--- config.mk ---
export PLATFORM = sky130hd
export DESIGN_NAME = tlp_ram
export DESIGN_NICKNAME = d
export VERILOG_FILES = /design/src/hw/rtl/tlp_ram.sv
export SDC_FILE = /design/constraint.sdc
export NUM_CORES = 2
export LEC_CHECK = 0
export ABC_CLOCK_PERIOD_IN_PS = 2700
export BUFFER_PORTS_ARGS = -buffer_cell sky130_fd_sc_hd__buf_2
export CAP_MARGIN = 30
export CORE_ASPECT_RATIO = 0.9
export CORE_MARGIN = 2
export CORE_UTILIZATION = 50
export DETAILED_ROUTE_END_ITERATION = 12
export PLACE_DENSITY_LB_ADDON = 0.3
export SLEW_MARGIN = 20
export SYNTH_ARGS = -nofsm -noshare
export SYNTH_HDL_FRONTEND = slang
export SYNTH_SLANG_ARGS = --single-unit
--- constraint.sdc ---
create_clock -name i_clk -period 2.7 [get_ports i_clk]
set_input_delay 0.405 -clock i_clk [delete_from_list [all_inputs] [get_ports i_clk]]
set_output_delay 0.405 -clock i_clk [all_outputs]
set_load 0.05 [all_outputs]
--- src/hw/rtl/tlp_ram.sv ---
module tlp_ram #(
    parameter int WIDTH = 8,
    parameter int DEPTH = 256
) (
    input  logic                     i_clk,
    input  logic                     i_we,
    input  logic [$clog2(DEPTH)-1:0] i_waddr,
    input  logic [WIDTH-1:0]         i_wdata,
    input  logic [$clog2(DEPTH)-1:0] i_raddr,
    output logic [WIDTH-1:0]         o_rdata
);
    logic [WIDTH-1:0] r_mem [DEPTH];

    // write port and registered read port
    always_ff @(posedge i_clk) begin
        if (i_we) begin
            r_mem[i_waddr] <= i_wdata;
        end
        o_rdata <= r_mem[i_raddr];
    end
endmodule

* Word level (Yosys, flattened, before mapping)
Memory sizes are Yosys's and may differ from the RTL's. A register that Yosys moved wholly into a read port is not among the register bits. Index checks and enable logic that the tools add are counted.
Word-level totals: bits in registers 0, bits in latches 0, bits in writable memories 2048, ROM bits 0, logic and storage cells 3, memories kept 1
Operators by class: $add $sub $neg 0, multiply operators 0, div/mod/pow operators 0, order comparisons 0, eq/ne operators 0, shift-type cells 0, mux-type cells 2, bitwise operators 0, reduce and logical (&&, ||, !) cells 0
Memories:
- r_mem | words 256, bits a word 8, read ports 1, clocked after memory_dff 1, wr ports 1, line 12 | logic [WIDTH-1:0] r_mem [DEPTH];
Operators by type and width (count):
- 2-to-1 mux 1 bit | 2

* Longest topological paths before layout
depth after elaboration 2, mapped depth 11

* Least setup slack after synthesis
No wires, ideal clock.
kind in2reg, from input i_raddr[0], to register o_rdata[2], read port of r_mem, setup time 131 ps, data arrival time 2212 ps, data required time 2569 ps, setup slack 357 ps, stages on the path 9, cell sequence buf_6 buf_12 buf_8 buf_2 mux4_2 a22oi_1 a21oi_1 nor4_1 nor4_2
RTL lines:
- start, declared | line 9 | input logic [$clog2(DEPTH)-1:0] i_raddr,
- end, declared | line 10 | output logic [WIDTH-1:0] o_rdata

==> metrics <==
status=finished clean; top cells by count, synth=edfxtp_1 (2048), mux4_2 (454), nor2_1 (282), mux2i_1 (134), a22oi_1 (133); share of cells above drive strength 1=between 30% and 40%; antenna-violating nets left=0; crit path DAT=3330 ps; largest net degree at the start of global routing=roughly 90; Mean Syn Cell Area=21.3 um2; TritonCTS clock tree=built; Hold Startpoint=i_wdata[7]; htree depth=4; number of global-route vias before repair=42100; gpl congestion=0.899; nets@finish=4518; Peak VDD IR=0.507 mV; io pins=34; Max-Cap Viols=0; Worst-Skew Late Latency=840 ps; FF-to-FF End=o_rdata[1]; Internal Pwr Total=52.2 mW; Final min period=2640 ps; met2 usage=between 30% and 40%; Worst Skew=52.1 ps; cell with the most instances after synthesis=edfxtp_1; FP Rows=138; mapped cell area=a little under 0.08 mm2; xor/xnor share of the synthesized area=0%; antenna violations before repair=11; Net Switching=14.2 mW; DR iter-0 viols=5929; CP Class=primary input to flip-flop; final total power=66.3 mW; synth-to-layout area growth=18.2%; clk buf depth=3; Cell Area, Placed=between 0.08 and 0.09 mm2; Most Crowded Layer GR=met2; Pins Over Slew Limit=0; Worst Reg-to-Reg Cells=5; RSZ-0062 raised after global routing=no; Hold Crit Class=primary input to flip-flop; sequential power share=53.1%; share of flip-flops with an asynchronous set or reset=0%; fin area=0.0941 mm2; Worst Path Required=3390 ps; Die ar.=0.162 mm2; drt total wl=203000 um; f_max=379 MHz; worst r2r src=r_mem[64][1]; compound-gate portion of the synthesized area=3.42%; clock slew at reported path FFs=70 ps; die height=between 300 and 400 um; via count=roughly 42000; Distinct cells, synth=between 50 and 60; Synth Warn #=0; Routed wire per std cell=30.0 um; GRT Total Usage=25.2%; Synth Area in Adders=0%; post-synthesis cell count=3733; net count after synthesis=3759; critical path startpoint category=primary input; Slew headroom=42.6%; Final Cycle Share=97.7%; Sw Share=21.4%; clock network fraction of total power=41.1%; sequential fraction of the synthesis area=77.5%; worst-path maximum fanout=16; Worst Tran Pin Value=839 ps; DRC errors left=0; Yosys reg bits=2056; Leakage=30.7 nW; Final setup viols=0; Post-Synth Simple-Gate Area=2.63%; CTS Hold Buffers Added=0; Synth top area share=between 70% and 80%; Filler Cell Count=~11000; worst hold path endpoint=r_mem[62][7]; CTS sink count=2056; grt met3 use=4.78%; mux cell area share after synthesis=14.6%; Root Buffer Master=clkbuf_16; Worst setup EP type=flip-flop; via/cell ratio=about 6.2; Post-synth EDFFs=2048; hold depth=1; Power Dens Cells=705 mW/mm2; largest family of logic cells by synthesized area=multiplexers; grt total ovfl=0; top_reg_cell synth=edfxtp_1; biggest area consumer among synthesized cells=edfxtp_1; Combinational Power Share=5.8%; synth top area cells=edfxtp_1 (77%), mux4_2 (13%), mux2i_1 (1.7%); first-pass GRT wire length=295000 um; Initial Utilization=about half; M1 GR Usage=37.2%; PortBufs=33; core area=0.158 mm2; DRT Pass-1 Iters=6; total CTS buffers=~200; dpl hpwl=132000 um; setup slack, reg-to-reg=190 ps; Die W=424 um; Final Hold Fails=0
==> cell usage in the layout, fill, tap and decap left out, drive strengths merged, types with 12 or more instances in the layout <==
| master | netlist | final |
|---|---|---|
| a21oi | 96 | 96 |
| o22ai | 28 | 28 |
| o21ai | 12 | 12 |
| nor3 | 22 | 22 |
| buf | 122 | 789 |
| a211oi | 16 | 16 |
| a22oi | 133 | 133 |
| edfxtp | 2048 | 2048 |
| bufinv | 0 | 21 |
| clkbuf | 111 | 241 |
| nand3 | 34 | 34 |
| nor4 | 27 | 27 |
| nor2b | 31 | 31 |
| nor2 | 282 | 282 |
| nand2 | 33 | 33 |
| a221oi | 14 | 14 |
| o221ai | 47 | 47 |
| clkinv | 1 | 101 |
| mux4 | 456 | 456 |
| mux2i | 134 | 134 |
==> layout make-up <==
| type | count | area [um2] | area share [%] |
|---|---|---|---|
| Sequential cell | 2056 | 61700 | 65.6 |
| Multi-Input combinational cell | 1442 | 16500 | 17.5 |
| Antenna cell | 7 | 17.5 | 0.0186 |
| Clock inverter | 133 | 1290 | 1.38 |
| Inverter | 2 | 7.51 | 0.00798 |
| Tap cell | 2100 | 2630 | 2.79 |
| Clock buffer | 236 | 5080 | 5.40 |
| Timing Repair Buffer | 794 | 6880 | 7.31 |
==> worst max-delay path, stage by stage <==
cell,delay [ps]
buf_8,190
buf_12,260
buf_12,190
buf_4,190
mux2i_1,260
o221ai_1,250
a21oi_1,210
nor3_1,70
buf_4,160
nor4_1,740
buf_4,290
nor4_1,70
==> registers in the layout (all words and copies together), names as in the netlist <==
| signal | cells |
|---|---|
| o_rdata | 8 |
| r_mem | 2048 |
==> what timing repair did <==
item | 4_1_cts | 5_1_grt
endpoints found under the setup margin | 1 | 0
buffers inserted | 0 | 0
resized for setup | 1 | 0
==> per-layer routing <==
layer | vias to the layer above | part of all wire [%]
li1 | 17200 | -
met3 | 282 | 9.7
met1 | 22000 | 41
met5 | - | 0
met2 | 2282 | 47
met4 | 0 | 2.5
==> how the worst max path moves through the flow <==
stage / startpoint / end / slack, ps / depth (start not counted)
after floorplan: i_raddr[0] / o_rdata[2] / 360 / 9
after global placement: i_raddr[0] / o_rdata[1] / -1040 / 10
after detailed placement: i_raddr[0] / o_rdata[1] / -750 / 12
after CTS: r_mem[219][4] / o_rdata[4] / 70 / 7
after global routing: i_raddr[0] / o_rdata[1] / 70 / 12
final: i_raddr[0] / o_rdata[1] / 60 / 12
==> power groups by stage <==
| stage | combinational [mW] | sequential, mW | clock (mW) |
|---|---|---|---|
| global placement | 3.76 | 35.9 | 0 |
| CTS | 3.83 | 35.2 | 27.6 |
| detailed placement | 3.81 | 35.9 | 0 |
| floorplan | 1.71 | 36.0 | 0 |
| finish | 3.83 | 35.2 | 27.3 |
| global route | 4.02 | 35.2 | 28.8 |
==> cell families (layout without fill, tap and decap cells) <==
kind of cell | Yosys count | in the layout
flops | 2056 | 2056
mux | 591 | 591
simple gates | 466 | 466
compound gates | 385 | 385
buf+inv | 235 | 1165
other cells | 0 | 7
==> stage by stage <==
stage | cells | utilization [%] | hold slack [ps] | setup WS (ps) | TNS [ps]
finish | 6770 | 59.7 | 40.4 | 62.8 | 0
global route | 6767 | 59.7 | 38.2 | 68.1 | 0
CTS | 6763 | 59.7 | 40.4 | 72.5 | 0
detailed placement | 6394 | 55.6 | 929 | -749 | -4150
global placement | 6393 | 55.6 | 903 | -1040 | -5020
floorplan | 3733 | - | 504 | 357 | 0
Note: power is estimated with default switching activity, not from simulation.
